--- src/design/z80alu_pkg.sv ---
// shared types and codes for the z80 alu with flag register
// no dependencies
`default_nettype none

package z80alu_pkg;

	// operation codes
	localparam logic [4:0] OP_ADD = 5'd0;
	localparam logic [4:0] OP_SUB = 5'd1;
	localparam logic [4:0] OP_CP  = 5'd2;
	localparam logic [4:0] OP_AND = 5'd3;
	localparam logic [4:0] OP_OR  = 5'd4;
	localparam logic [4:0] OP_XOR = 5'd5;
	localparam logic [4:0] OP_INC = 5'd6;
	localparam logic [4:0] OP_DEC = 5'd7;
	localparam logic [4:0] OP_BIT = 5'd8;
	localparam logic [4:0] OP_RES = 5'd9;
	localparam logic [4:0] OP_SET = 5'd10;
	localparam logic [4:0] OP_RL  = 5'd11;
	localparam logic [4:0] OP_RLC = 5'd12;
	localparam logic [4:0] OP_RR  = 5'd13;
	localparam logic [4:0] OP_RRC = 5'd14;
	localparam logic [4:0] OP_SLA = 5'd15;
	localparam logic [4:0] OP_SLL = 5'd16;
	localparam logic [4:0] OP_SRA = 5'd17;
	localparam logic [4:0] OP_SRL = 5'd18;
	localparam logic [4:0] OP_IN  = 5'd19;

	// flag bit positions, s z y h x pv n c from bit 7 down
	localparam int unsigned F_S = 7;
	localparam int unsigned F_Z = 6;
	localparam int unsigned F_Y = 5;
	localparam int unsigned F_H = 4;
	localparam int unsigned F_X = 3;
	localparam int unsigned F_P = 2;
	localparam int unsigned F_N = 1;
	localparam int unsigned F_C = 0;

	typedef struct packed {
		logic [4:0] op;
		logic [7:0] operand_a;
		logic [7:0] operand_b;
		logic [2:0] bit_index;
		logic       carry_in;
	} req_t;

	typedef struct packed {
		logic [7:0] result;
		logic [7:0] flags_out;
	} rsp_t;

endpackage

`default_nettype wire

--- src/design/z80alu_core.sv ---
// combinational datapath of the z80 alu: result byte and new flags
// depends on z80alu_pkg
`default_nettype none

module z80alu_core (
	input  z80alu_pkg::req_t   req,
	input  logic [7:0]         flags_cur,
	output z80alu_pkg::rsp_t   rsp
);
	import z80alu_pkg::*;

	// s z y x from a byte, h, pv, n and c supplied
	function automatic logic [7:0] szyx_flags(input logic [7:0] v, input logic h,
			input logic p, input logic n, input logic c);
		szyx_flags = {v[7], (v == 8'h00), v[5], h, v[3], p, n, c};
	endfunction

	// logic, rotate, shift and in: pv is even parity
	function automatic logic [7:0] logic_flags(input logic [7:0] v, input logic h,
			input logic c);
		logic_flags = szyx_flags(v, h, ~^v, 1'b0, c);
	endfunction

	logic [7:0] a;
	logic [7:0] b;
	logic       cf;
	logic [7:0] mask;
	logic [8:0] sum9;
	logic [8:0] diff9;
	logic       sub_cin;
	logic [7:0] r;
	logic [7:0] f;
	logic [7:0] inc_r;
	logic [7:0] dec_r;
	logic [7:0] tst;

	assign a       = req.operand_a;
	assign b       = req.operand_b;
	assign cf      = flags_cur[F_C];
	assign mask    = 8'h01 << req.bit_index;
	// compare ignores the borrow in
	assign sub_cin = (req.op == OP_CP) ? 1'b0 : req.carry_in;
	assign sum9    = {1'b0, a} + {1'b0, b} + {8'h00, req.carry_in};
	assign diff9   = {1'b0, a} - {1'b0, b} - {8'h00, sub_cin};
	assign inc_r   = a + 8'h01;
	assign dec_r   = a - 8'h01;
	assign tst     = a & mask;

	always_comb begin
		r = a;
		f = flags_cur;
		case (req.op)
			OP_ADD: begin
				r = sum9[7:0];
				f = szyx_flags(r, a[4] ^ b[4] ^ r[4],
					~(a[7] ^ b[7]) & (a[7] ^ r[7]), 1'b0, sum9[8]);
			end
			OP_SUB: begin
				r = diff9[7:0];
				f = szyx_flags(r, a[4] ^ b[4] ^ r[4],
					(a[7] ^ b[7]) & (a[7] ^ r[7]), 1'b1, diff9[8]);
			end
			OP_CP: begin
				// flags of a - b, but y and x from operand b, result is a
				f = szyx_flags(diff9[7:0], a[4] ^ b[4] ^ diff9[4],
					(a[7] ^ b[7]) & (a[7] ^ diff9[7]), 1'b1, diff9[8]);
				f[F_Y] = b[F_Y];
				f[F_X] = b[F_X];
			end
			OP_AND: begin
				r = a & b;
				f = logic_flags(r, 1'b1, 1'b0);
			end
			OP_OR: begin
				r = a | b;
				f = logic_flags(r, 1'b0, 1'b0);
			end
			OP_XOR: begin
				r = a ^ b;
				f = logic_flags(r, 1'b0, 1'b0);
			end
			OP_INC: begin
				r = inc_r;
				f = szyx_flags(r, (r[3:0] == 4'h0), (r == 8'h80), 1'b0, cf);
			end
			OP_DEC: begin
				r = dec_r;
				f = szyx_flags(r, (r[3:0] == 4'hf), (r == 8'h7f), 1'b1, cf);
			end
			OP_BIT: begin
				f = {tst[7], (tst == 8'h00), a[5], 1'b1, a[3], (tst == 8'h00), 1'b0, cf};
			end
			OP_RES: r = a & ~mask;
			OP_SET: r = a | mask;
			OP_RL: begin
				r = {a[6:0], cf};
				f = logic_flags(r, 1'b0, a[7]);
			end
			OP_RLC: begin
				r = {a[6:0], a[7]};
				f = logic_flags(r, 1'b0, a[7]);
			end
			OP_RR: begin
				r = {cf, a[7:1]};
				f = logic_flags(r, 1'b0, a[0]);
			end
			OP_RRC: begin
				r = {a[0], a[7:1]};
				f = logic_flags(r, 1'b0, a[0]);
			end
			OP_SLA: begin
				r = {a[6:0], 1'b0};
				f = logic_flags(r, 1'b0, a[7]);
			end
			OP_SLL: begin
				r = {a[6:0], 1'b1};
				f = logic_flags(r, 1'b0, a[7]);
			end
			OP_SRA: begin
				r = {a[7], a[7:1]};
				f = logic_flags(r, 1'b0, a[0]);
			end
			OP_SRL: begin
				r = {1'b0, a[7:1]};
				f = logic_flags(r, 1'b0, a[0]);
			end
			OP_IN: f = logic_flags(a, 1'b0, cf);
			default: begin
				// unused codes pass operand a, flags kept
				r = a;
				f = flags_cur;
			end
		endcase
	end

	assign rsp.result    = r;
	assign rsp.flags_out = f;

endmodule

`default_nettype wire

--- src/design/z80_alu_with_flags_top.sv ---
// top level of the z80 8-bit alu with stored flag register
// depends on z80alu_pkg and z80alu_core
//
//   channel   dir   handshake             payload
//   in        in    in_valid / in_ready   in_data   (z80alu_pkg::req_t)
//   out       out   out_valid / out_ready out_data  (z80alu_pkg::rsp_t)
//
// one request per cycle sustained while the output keeps taking results; a request
// taken into the input register moves on to the result register when the output is free
// the flag register is read and written as a request moves from the input
// register to the result register, so back-to-back requests see fresh flags
// arst_n clears both valid bits and the flag register to zero
// with the result register held the input register still takes one request
`default_nettype none

module z80_alu_with_flags_top (
	input  logic               clk,
	input  logic               arst_n,
	input  logic               in_valid,
	output logic               in_ready,
	input  z80alu_pkg::req_t   in_data,
	output logic               out_valid,
	input  logic               out_ready,
	output z80alu_pkg::rsp_t   out_data
);
	import z80alu_pkg::*;

	// input stage
	req_t       req_s1;
	logic       valid_s1;
	// result stage
	rsp_t       rsp_q;
	logic       out_valid_q;
	// architectural flag register
	logic [7:0] flag_q;

	rsp_t       rsp_next;
	logic       advance;

	// request in the input register moves on when the result slot is free
	// or is being emptied in this cycle
	assign advance  = valid_s1 && (!out_valid_q || out_ready);
	assign in_ready = !valid_s1 || advance;

	always_ff @(posedge clk or negedge arst_n) begin
		if (!arst_n) begin
			valid_s1 <= 1'b0;
		end else if (in_ready) begin
			valid_s1 <= in_valid;
		end
	end

	// payload register, no reset needed
	always_ff @(posedge clk) begin
		if (in_valid && in_ready) begin
			req_s1 <= in_data;
		end
	end

	// datapath sees the flags left by the previous request
	z80alu_core u_core (
		.req       (req_s1),
		.flags_cur (flag_q),
		.rsp       (rsp_next)
	);

	always_ff @(posedge clk or negedge arst_n) begin
		if (!arst_n) begin
			out_valid_q <= 1'b0;
			flag_q      <= 8'h00;
		end else begin
			if (advance) begin
				out_valid_q <= 1'b1;
				flag_q      <= rsp_next.flags_out;
			end else if (out_ready) begin
				out_valid_q <= 1'b0;
			end
		end
	end

	always_ff @(posedge clk) begin
		if (advance) begin
			rsp_q <= rsp_next;
		end
	end

	assign out_valid = out_valid_q;
	assign out_data  = rsp_q;

endmodule

`default_nettype wire

--- config.mk ---
export PLATFORM = sky130hd
export DESIGN_NAME = z80_alu_with_flags_top
export DESIGN_NICKNAME = d
export VERILOG_FILES = /design/src/design/z80alu_pkg.sv /design/src/design/z80alu_core.sv /design/src/design/z80_alu_with_flags_top.sv
export SDC_FILE = /design/constraint.sdc
export NUM_CORES = 1
export LEC_CHECK = 0
export BUFFER_PORTS_ARGS = -buffer_cell sky130_fd_sc_hd__clkbuf_2
export CORE_MARGIN = 5
export CORE_UTILIZATION = 30
export CTS_CLUSTER_DIAMETER = 120
export DETAILED_ROUTE_END_ITERATION = 10
export GPL_ROUTABILITY_DRIVEN = 0
export HOLD_SLACK_MARGIN = 0.08
export PLACE_DENSITY = 0.54
export SETUP_SLACK_MARGIN = 0.4
export SKIP_LAST_GASP = 1
export SYNTH_ARGS = -nofsm -noshare
export SYNTH_HDL_FRONTEND = slang
export SYNTH_HIERARCHICAL = 1
export SYNTH_SLANG_ARGS = --single-unit
--- constraint.sdc ---
create_clock -name clk -period 4.15 [get_ports clk]
set_input_delay 0.415 -clock clk [delete_from_list [all_inputs] [get_ports clk]]
set_output_delay 0.415 -clock clk [all_outputs]
set_load 0.03 [all_outputs]
[Yosys cells after proc, flatten, opt, wreduce, memory -nomap -nowiden]
Cells that the tools add are included.
Storage, ports and cells
  register bits: 51
  input port bits: 29
  word-level logic and storage cells: 95
Cells by class
  add/subtract/negate cells: 6
  eq/ne operators: 22
  shifts and indexed selects: 1
  multiplexer cells: 5
  bitwise gates (word level): 16
  reductions and logical operators: 35
Operators with widths (number)
  8-bit case mux with 18 select lines: 1
  8-bit case mux with 17 select lines: 1
  8-bit zero test: 14
  8-bit XNOR reduction: 10
  5-bit by 4-bit equality test with 1-bit output, second input constant: 8
  8-bit bitwise AND: 3
  5-bit by 3-bit equality test with 1-bit output, second input constant: 4
  5-bit equality test, second input constant: 4
  8-bit bitwise OR: 2
  7-bit zero test: 2
  5-bit by 2-bit equality test with 1-bit output, second input constant: 2
  8-bit by 8-bit adder with 9-bit output: 1
  9-bit by 1-bit adder with 9-bit output: 1
  8-bit by 8-bit subtractor with 9-bit output: 1
  9-bit by 1-bit subtractor with 9-bit output: 1
  8-bit by 1-bit adder with 8-bit output, second input constant: 1
  8-bit by 7-bit equality test with 1-bit output, second input constant: 1
  8-bit equality test, second input constant: 1
  8-bit NOT: 1
  1-bit by 3-bit left shift with 8-bit output, first input constant: 1
  8-bit by 1-bit subtractor with 8-bit output, second input constant: 1
  8-bit XOR: 1
  1-bit XOR: 6
  5-bit by 1-bit equality test with 1-bit output, second input constant: 1
  10 further kinds: 16

[Depth between registers and ports, before layout]
Gate-level depths: netlist of the first run.
  depth in word-level cells: 6
  mapped depth: 14
  gate-level depth less buffers: 12

[Hierarchy]
The synthesis of the first run kept the hierarchy.
Modules (own cells, without submodules)
  z80alu_core: times used 1, cells each 497, area an instance 3512.1 um^2, seq. area each 0.0 um^2
  z80_alu_with_flags_top: times used 1, cells each 66, area an instance 1657.8 um^2, seq. area each 1481.4 um^2

[Worst setup path before layout of the first run]
No wires, ideal clock.
  path type: register -> register
  start point: register req_s1[23] in the netlist's numbering
  end point: register flag_q[3]
  arrival time: 3.200 ns
  setup slack: 0.825 ns
  cell stages (with the launch flop): 14
  period minus slack after synthesis: 3.325 ns
  path through: edfxtp_1 > buf_2 > or3_1 > buf_2 > o21ai_0 > fa_1 > ha_1 > a211oi_2 > xnor2_1 > a22o_1 > a2111o_1 > a221oi_1 > a21oi_1 > mux2_4
RTL lines
  start: declaration: line z80_alu_with_flags_top.sv:29  | req_t req_s1;
  start signal: assignment: line z80_alu_with_flags_top.sv:56  | req_s1 <= in_data;
  end signal: assignment: line z80_alu_with_flags_top.sv:74  | flag_q <= rsp_next.flags_out;
  end: declaration: line z80_alu_with_flags_top.sv:35  | logic [7:0] flag_q;

==> impl_metrics.env, run 1 <==
export IMPL_power_frac_comb_pct=40.1
export IMPL_cp_required_ns=4.34
export IMPL_max_slew_margin_rel_pct=51.0
export IMPL_cts_buffer_depth=2
export IMPL_placed_area_mm2=0.00580
export IMPL_min_from="in_data[8]"
export IMPL_crit_family="compound AO/OA/AOI/OAI gates"
export IMPL_num_vias=4771
export IMPL_synth_compound_area_share_pct=19.9
export IMPL_seqPwrFrac_pct=35.9
export IMPL_multiInputGateArea_mm2=0.00340
export IMPL_crit_path_top_delay_cell="or3_4"
export IMPL_synthSimpleGateAreaFrac_pct=18.1
export IMPL_start_util_pct=30.2
export IMPL_hpwl_mm=14.1
export IMPL_synth_xor_area_share_pct=7.28
export IMPL_cts_buffers=5
export IMPL_die_area_mm2=0.0200
export IMPL_critPathKind="flip-flop to flip-flop"
export IMPL_post_cts_buffers=0
export IMPL_p_sw_uw=691
export IMPL_grt_total_usage_pct=17.6
export IMPL_slew_violations=0
export IMPL_fillerInstances=1768
export IMPL_clkPwrFrac_pct=24.0
export IMPL_finalInstanceArea_mm2=0.00598
export IMPL_internal_power_uw=1200
export IMPL_synth_common_cells="ha_1, inv_1, edfxtp_1"
export IMPL_viasPerCell=5.61
export IMPL_first_pass_iters=7
export IMPL_synth_largest_area_cell="edfxtp_1"
export IMPL_ys_top_cells_by_area="edfxtp_1, ha_1, xnor2_1"
export IMPL_worstSetupStartpointType="flip-flop"
export IMPL_rrSetupSlack_ns=0.73
export IMPL_synthesis_area_mm2=0.00517
export IMPL_yosysMostFrequentCell="ha_1"
export IMPL_yosys_most_used_dff="edfxtp_1"
export IMPL_ys_seq_elements=51
export IMPL_rsz0062_at_grt="no"
export IMPL_die_w_um=141
export IMPL_syn_nets=662
export IMPL_ff_latch_area_mm2=0.00148
export IMPL_path_cells="or3_4 > o21ai_0 > fa_1 > ha_1 > a211oi_2 > o221ai_1 > xnor2_1 > o22ai_1 > nor3_1 > a41oi_1 > mux2_4"
export IMPL_rows=48
export IMPL_syn_area_per_cell_um2=9.18
export IMPL_antenna_found_initial=0
export IMPL_synth_mux_area_share_pct=2.90
export IMPL_ys_seq_area_share_pct=28.7
export IMPL_tightest_slew_ns=0.729
export IMPL_drt_iter0_drc=452
export IMPL_cts_clk_slew_worst_paths_ns=0.07
export IMPL_ant_nets=0
export IMPL_fp_dieH_um=141
export IMPL_crit_path_end_kind="flip-flop"
export IMPL_remaining_drc_errors=0
export IMPL_peakVddDrop_uv=166
export IMPL_hold_end="req_s1[8]$_DFFE_PP_"
export IMPL_post_synth_num_cell_types=72
export IMPL_root_buffer="clkbuf_16"
export IMPL_min_period_ns=3.42
export IMPL_clk_latency_ns=0.30
export IMPL_synthAdderAreaFrac_pct=17.5
export IMPL_wirelength_mm=17.7
export IMPL_critical_path_max_stage_delay_ns=0.47
export IMPL_tritoncts="built"
export IMPL_area_growth_pct=15.7
export IMPL_hp_class="input port to flip-flop"
export IMPL_fmax_mhz=292
export IMPL_drv_cap=0
export IMPL_yosys_warnings=6
export IMPL_io_pins=47
export IMPL_cts_num_sinks=51
export IMPL_arrival_ns=3.61
export IMPL_diodes=0
export IMPL_setup_viol=0
export IMPL_worstPathMaxFanout=9
export IMPL_grt_pass1_wl_mm=27.0
export IMPL_overflow=0
export IMPL_wire_per_inst_um=20.8
export IMPL_holdPathStages=1
export IMPL_fin_nets=723
export IMPL_htree_levels=2
export IMPL_synth_edf_count=41
export IMPL_crit_buf_inv=0
export IMPL_core_area_mm2=0.0171
export IMPL_grt_start_max_net_pins=25
export IMPL_cellLeakagePower_uw=0.00246
export IMPL_skew_ns=0.0127
export IMPL_syn_inst=563
export IMPL_synth_top_family_by_area="compound AO/OA/AOI/OAI gates"
export IMPL_grt_pass1_vias=4682
export IMPL_final_layout_size_suffix_gt1_share_pct=16.6
export IMPL_r2r_end="flag_q[7]$_DFFE_PN0P_"
export IMPL_switching_share_pct=36.5
export IMPL_min_period_over_period_pct=82.5
export IMPL_synthArstFlopShare_pct=19.6
export IMPL_status="complete, no violations"
export IMPL_r2r_cells=11
export IMPL_setup_tns_final_ns=0
export IMPL_finalHoldViolCount=0
export IMPL_power_density_mw_per_mm2=316
export IMPL_port_buffers=46
export IMPL_synth_top_area_share_pct=23.8
export IMPL_worstReg2RegStart="req_s1[24]$_DFFE_PP_"
## metal layers
| layer | GRT usage [%] | up-vias | wire length (um) |
|---|---|---|---|
| met3 | 5.29 | 46 | 1970 |
| li1 | - | 2206 | - |
| met5 | 0 | - | 0 |
| met2 | 27.2 | 282 | 7630 |
| met4 | 6.53 | 0 | 646 |
| met1 | 23.4 | 2237 | 7440 |
## placed cells by master, fill, tap and decap left out, types with 6 or more instances in the layout
| cell | count |
|---|---|
| mux2_4 | 8 |
| clkbuf_16 | 6 |
| nand4_1 | 11 |
| edfxtp_1 | 41 |
| o21ai_0 | 31 |
| nand2_1 | 28 |
| buf_4 | 30 |
| nor3_1 | 16 |
| inv_1 | 48 |
| a22oi_1 | 12 |
| a31oi_1 | 6 |
| nand2b_1 | 8 |
| ha_1 | 66 |
| xor2_1 | 9 |
| a21oi_1 | 22 |
| xnor2_1 | 34 |
| nor3b_1 | 7 |
| clkbuf_2 | 46 |
| a211oi_1 | 10 |
| a41oi_1 | 6 |
| nand3_1 | 17 |
| dfrtp_1 | 10 |
| nor2_1 | 36 |
## per-stage QoR
| step | hold WS, ns | power [uW] | instances | util, % | setup WS, ns |
|---|---|---|---|---|---|
| 6_report | 0.282 | 1890 | 850 | 35.0 | 0.725 |
| 5_1_grt | 0.272 | 1990 | 850 | 35.0 | 0.490 |
| 4_1_cts | 0.273 | 1890 | 850 | 34.9 | 0.626 |
| 3_5_place_dp | 0.308 | 1430 | 841 | 33.9 | 0.657 |
| 3_3_place_gp | 0.299 | 1420 | 841 | 33.9 | 0.689 |
| 2_1_floorplan | 0.119 | 1200 | 563 | - | 0.825 |
## what timing repair did
item / CTS / global route
gates resized for setup: 0 / 1
hold endpoints to repair: 10 / 0
endpoints found under the setup margin: 0 / 2
hold buffers: 1 / 0
## cells by family (layout without fill, tap and decap cells)
| group | Yosys count | count (layout) |
|---|---|---|
| compound gates | 147 | 147 |
| fa+ha+maj | 70 | 70 |
| buf+inv | 72 | 134 |
| mux | 11 | 11 |
| simple gates | 169 | 169 |
| flops | 51 | 51 |
| xor+xnor | 43 | 43 |
## layout make-up
type                            instances  share of cell area (%)
Sequential cell                        51                    24.8
Multi-Input combinational cell        440                    56.9
Timing Repair Buffer                   77                    7.78
Inverter                               49                    3.07
Clock buffer                            6                    2.51
Tap cell                              225                    4.71
Clock inverter                          2                   0.272
## worst max-delay path by stage
stage                                     from               endpoint  slack [ns]  cells after the start
after floorplan           req_s1[23]$_DFFE_PP_  flag_q[3]$_DFFE_PN0P_        0.83                     13
after global placement    req_s1[24]$_DFFE_PP_  flag_q[3]$_DFFE_PN0P_        0.69                     11
after detailed placement  req_s1[24]$_DFFE_PP_  flag_q[3]$_DFFE_PN0P_        0.66                     11
after CTS                 req_s1[24]$_DFFE_PP_  flag_q[3]$_DFFE_PN0P_        0.63                     11
after global routing      req_s1[24]$_DFFE_PP_  flag_q[3]$_DFFE_PN0P_        0.49                     11
final                     req_s1[24]$_DFFE_PP_  flag_q[7]$_DFFE_PN0P_        0.73                     11
## power groups by stage
| stage | Clock [uW] | Combinational, uW | Sequential (uW) |
|---|---|---|---|
| floorplan | 0 | 483 | 721 |
| global placement | 0 | 729 | 687 |
| detailed placement | 0 | 741 | 687 |
| CTS | 471 | 745 | 679 |
| global route | 488 | 818 | 688 |
| finish | 455 | 759 | 679 |
## sequential cells by signal, indices dropped and copies added (netlist names)
signal	flops
req_s1	25
out_data	16
flag_q	8
out_valid	1
valid_s1	1
Power figures use the tool's default switching activity.
==> run 2, diff against run 1 <==
--- a/config.mk
+++ b/config.mk
@@ -5,6 +5,7 @@
 export SDC_FILE = /design/constraint.sdc
 export NUM_CORES = 1
 export LEC_CHECK = 0
+export ABC_AREA = 1
 export BUFFER_PORTS_ARGS = -buffer_cell sky130_fd_sc_hd__clkbuf_2
 export CORE_MARGIN = 5
 export CORE_UTILIZATION = 30
==> constraint.sdc (replaced) <==
create_clock -name clk -period 3.3 [get_ports clk]
set_input_delay 0.33 -clock clk [delete_from_list [all_inputs] [get_ports clk]]
set_output_delay 0.33 -clock clk [all_outputs]
set_load 0.03 [all_outputs]
==> impl_metrics.env, run 2 <==
export IMPL_power_density_mw_per_mm2=410
export IMPL_dp_cells=1203
export IMPL_yosys_warnings=6
export IMPL_layout_cells_non_filler=1219
export IMPL_first_pass_iters=6
export IMPL_rsz0062_at_grt="no"
export IMPL_crit_family="simple AND/OR/NAND/NOR gates"
export IMPL_wire_per_inst_um=17.7
export IMPL_syn_area_per_cell_um2=6.51
export IMPL_grt_start_max_net_pins=19
export IMPL_holdPathStages=1
export IMPL_wirelength_mm=21.5
export IMPL_largest_register="req_s1"
export IMPL_synth_largest_area_cell="edfxtp_1"
export IMPL_dp_slack_ns=0.409
export IMPL_finalInstanceArea_mm2=0.00671
export IMPL_core_area_mm2=0.0189
export IMPL_ys_top_cells_by_area="edfxtp_1, nand2_1, ha_1"
export IMPL_rrSetupSlack_ns=0.56
export IMPL_clkPwrFrac_pct=21.7
export IMPL_max_slew_margin_rel_pct=46.2
export IMPL_grt_pass1_vias=5885
export IMPL_min_period_ns=2.74
export IMPL_switching_share_pct=43.1
export IMPL_critPathKind="flip-flop to flip-flop"
export IMPL_final_common_cell="nand2_1"
export IMPL_viasPerCell=5.09
export IMPL_crit_path_top_delay_cell="ha_1"
export IMPL_tritoncts="built"
export IMPL_power_frac_comb_pct=45.1
export IMPL_antenna_found_initial=0
export IMPL_hpwl_mm=17.1
export IMPL_drv_cap=0
export IMPL_remaining_drc_errors=0
export IMPL_largest_register_ffs=25
export IMPL_setup_slack_ns=0.557
export IMPL_clk_latency_ns=0.30
export IMPL_num_vias=6200
export IMPL_hold_end="req_s1[0]$_DFFE_PP_"
export IMPL_htree_levels=2
export IMPL_final_cell_mix="nand2_1, inv_1, nor2_1"
export IMPL_status="complete, no violations"
export IMPL_yosys_most_used_dff="edfxtp_1"
export IMPL_grt_total_usage_pct=19.0
export IMPL_finalHoldViolCount=0
export IMPL_diodes=0
export IMPL_skew_ns=0.0100
export IMPL_cts_clk_slew_worst_paths_ns=0.08
export IMPL_cts_buffer_depth=2
export IMPL_synth_edf_count=41
export IMPL_synth_top_area_share_pct=21.2
export IMPL_synth_common_cells="nand2_1, inv_1, nor2_1"
export IMPL_start_util_pct=30.7
export IMPL_path_cells="inv_1 > ha_1 > ha_1 > inv_1 > nand2_1 > nand2_1 > nand2_1 > nand3_1 > nand3_1 > nor3_1 > nand2_1 > nor2_1 > a21oi_1 > nand3_1 > nand2_1"
export IMPL_cts_buffers=5
export IMPL_crit_top_cell="nand2_1"
export IMPL_min_from="in_data[0]"
export IMPL_arrival_ns=2.94
export IMPL_post_synth_num_cell_types=42
export IMPL_worstPathMaxFanout=8
export IMPL_min_period_over_period_pct=83.1
export IMPL_cp_required_ns=3.50
export IMPL_synthesis_area_mm2=0.00580
export IMPL_internal_power_uw=1560
export IMPL_worstSetupStartpointType="flip-flop"
export IMPL_port_buffers=46
export IMPL_final_layout_size_suffix_gt1_share_pct=11.2
export IMPL_io_pins=47
export IMPL_synthArstFlopShare_pct=19.6
export IMPL_grt_pass1_wl_mm=32.5
export IMPL_fin_nets=1057
export IMPL_fmax_mhz=365
export IMPL_drt_iter0_drc=642
export IMPL_placed_area_mm2=0.00644
export IMPL_r2r_end="flag_q[2]$_DFFE_PN0P_"
export IMPL_crit_path_end_kind="flip-flop"
export IMPL_syn_inst=890
export IMPL_r2r_cells=15
export IMPL_tightest_slew_ns=0.799
export IMPL_die_w_um=149
export IMPL_ant_nets=0
export IMPL_p_sw_uw=1190
export IMPL_crit_buf_inv=2
export IMPL_ys_seq_elements=51
export IMPL_cellLeakagePower_uw=0.00339
export IMPL_worstReg2RegStart="req_s1[7]$_DFFE_PP_"
export IMPL_fillerInstances=2151
export IMPL_fp_dieH_um=149
export IMPL_setup_tns_final_ns=0
export IMPL_peakVddDrop_uv=244
export IMPL_ff_latch_area_mm2=0.00148
export IMPL_critical_path_max_stage_delay_ns=0.49
export IMPL_overflow=0
export IMPL_syn_nets=989
export IMPL_slew_violations=0
export IMPL_hp_class="input port to flip-flop"
export IMPL_ys_seq_area_share_pct=25.6
export IMPL_rows=50
export IMPL_cts_num_sinks=51
export IMPL_die_area_mm2=0.0222
export IMPL_multiInputGateArea_mm2=0.00378
export IMPL_root_buffer="clkbuf_16"
export IMPL_power_uw=2750
export IMPL_yosysMostFrequentCell="nand2_1"
export IMPL_setup_viol=0
export IMPL_area_growth_pct=15.6
export IMPL_seqPwrFrac_pct=33.2
-- run 2: cell count changes after synthesis, moves of 11 or more --
cell,delta
nor2_1,+73
nand3_1,+67
xnor2_1,-30
o22ai_1,+11
inv_1,+73
nand2_1,+245
-- run 2: power by group through the flow --
stage | clock network (uW) | logic [uW] | registers (uW)
final | 596 | 1240 | 914
after global placement | 0 | 1200 | 929
after global routing | 635 | 1370 | 927
after detailed placement | 0 | 1200 | 929
after CTS | 605 | 1210 | 915
after floorplan | 0 | 771 | 986
-- run 2: cells by family after synthesis --
logic type | share of synthesized area (%)
buffers and inverters | 9.75
adder cells (fa/ha/maj) | 15.6
flip-flops | 25.6
AND/OR/NAND/NOR | 38.8
AO/OA/AOI/OAI | 8.33
XOR/XNOR | 1.96
-- run 2: what timing repair did --
item	in CTS	in global routing
hold endpoints to repair	10	0
gates resized for setup	0	9
pin swaps	0	2
hold buffers	1	0
setup endpoints to repair	2	16
setup buffers	1	6
-- run 2: how the worst max path moves through the flow --
stage / start / to / slack [ns] / depth (start not counted)
after detailed placement: req_s1[20]$_DFFE_PP_ / out_data[0]$_DFFE_PP_ / 0.41 / 16
final: req_s1[7]$_DFFE_PP_ / flag_q[2]$_DFFE_PN0P_ / 0.56 / 15
after floorplan: req_s1[16]$_DFFE_PP_ / out_data[7]$_DFFE_PP_ / 0.64 / 15
after global placement: req_s1[7]$_DFFE_PP_ / flag_q[6]$_DFFE_PN0P_ / 0.47 / 14
after global routing: req_s1[22]$_DFFE_PP_ / flag_q[0]$_DFFE_PN0P_ / 0.39 / 18
after CTS: req_s1[21]$_DFFE_PP_ / flag_q[2]$_DFFE_PN0P_ / 0.40 / 19
-- run 2: metrics by stage --
stage               hold WS, ns  util (%)
floorplan                0.0344         -
global placement          0.215      34.1
detailed placement        0.211      34.1
CTS                       0.196      35.1
global route              0.191      35.5
finish                    0.199      35.5
-- run 2: final cells by class --
| cell class | count | share of cell area [%] |
|---|---|---|
| tap | 260 | 4.85 |
| clock inverter | 2 | 0.261 |
| clock buffer | 6 | 2.24 |
| multi-input combinational | 693 | 56.4 |
| inverter | 131 | 7.33 |
| timing repair buffer | 76 | 6.83 |
| sequential | 51 | 22.1 |
-- run 2: layer usage --
| metal | global-route usage (%) | vias to the layer above | share of wire, % |
|---|---|---|---|
| met1 | 25.2 | 2812 | 43 |
| met5 | 0 | - | 0 |
| li1 | - | 3034 | - |
| met4 | 7.83 | 0 | 4.3 |
| met3 | 4.19 | 68 | 9.3 |
| met2 | 29.9 | 286 | 44 |
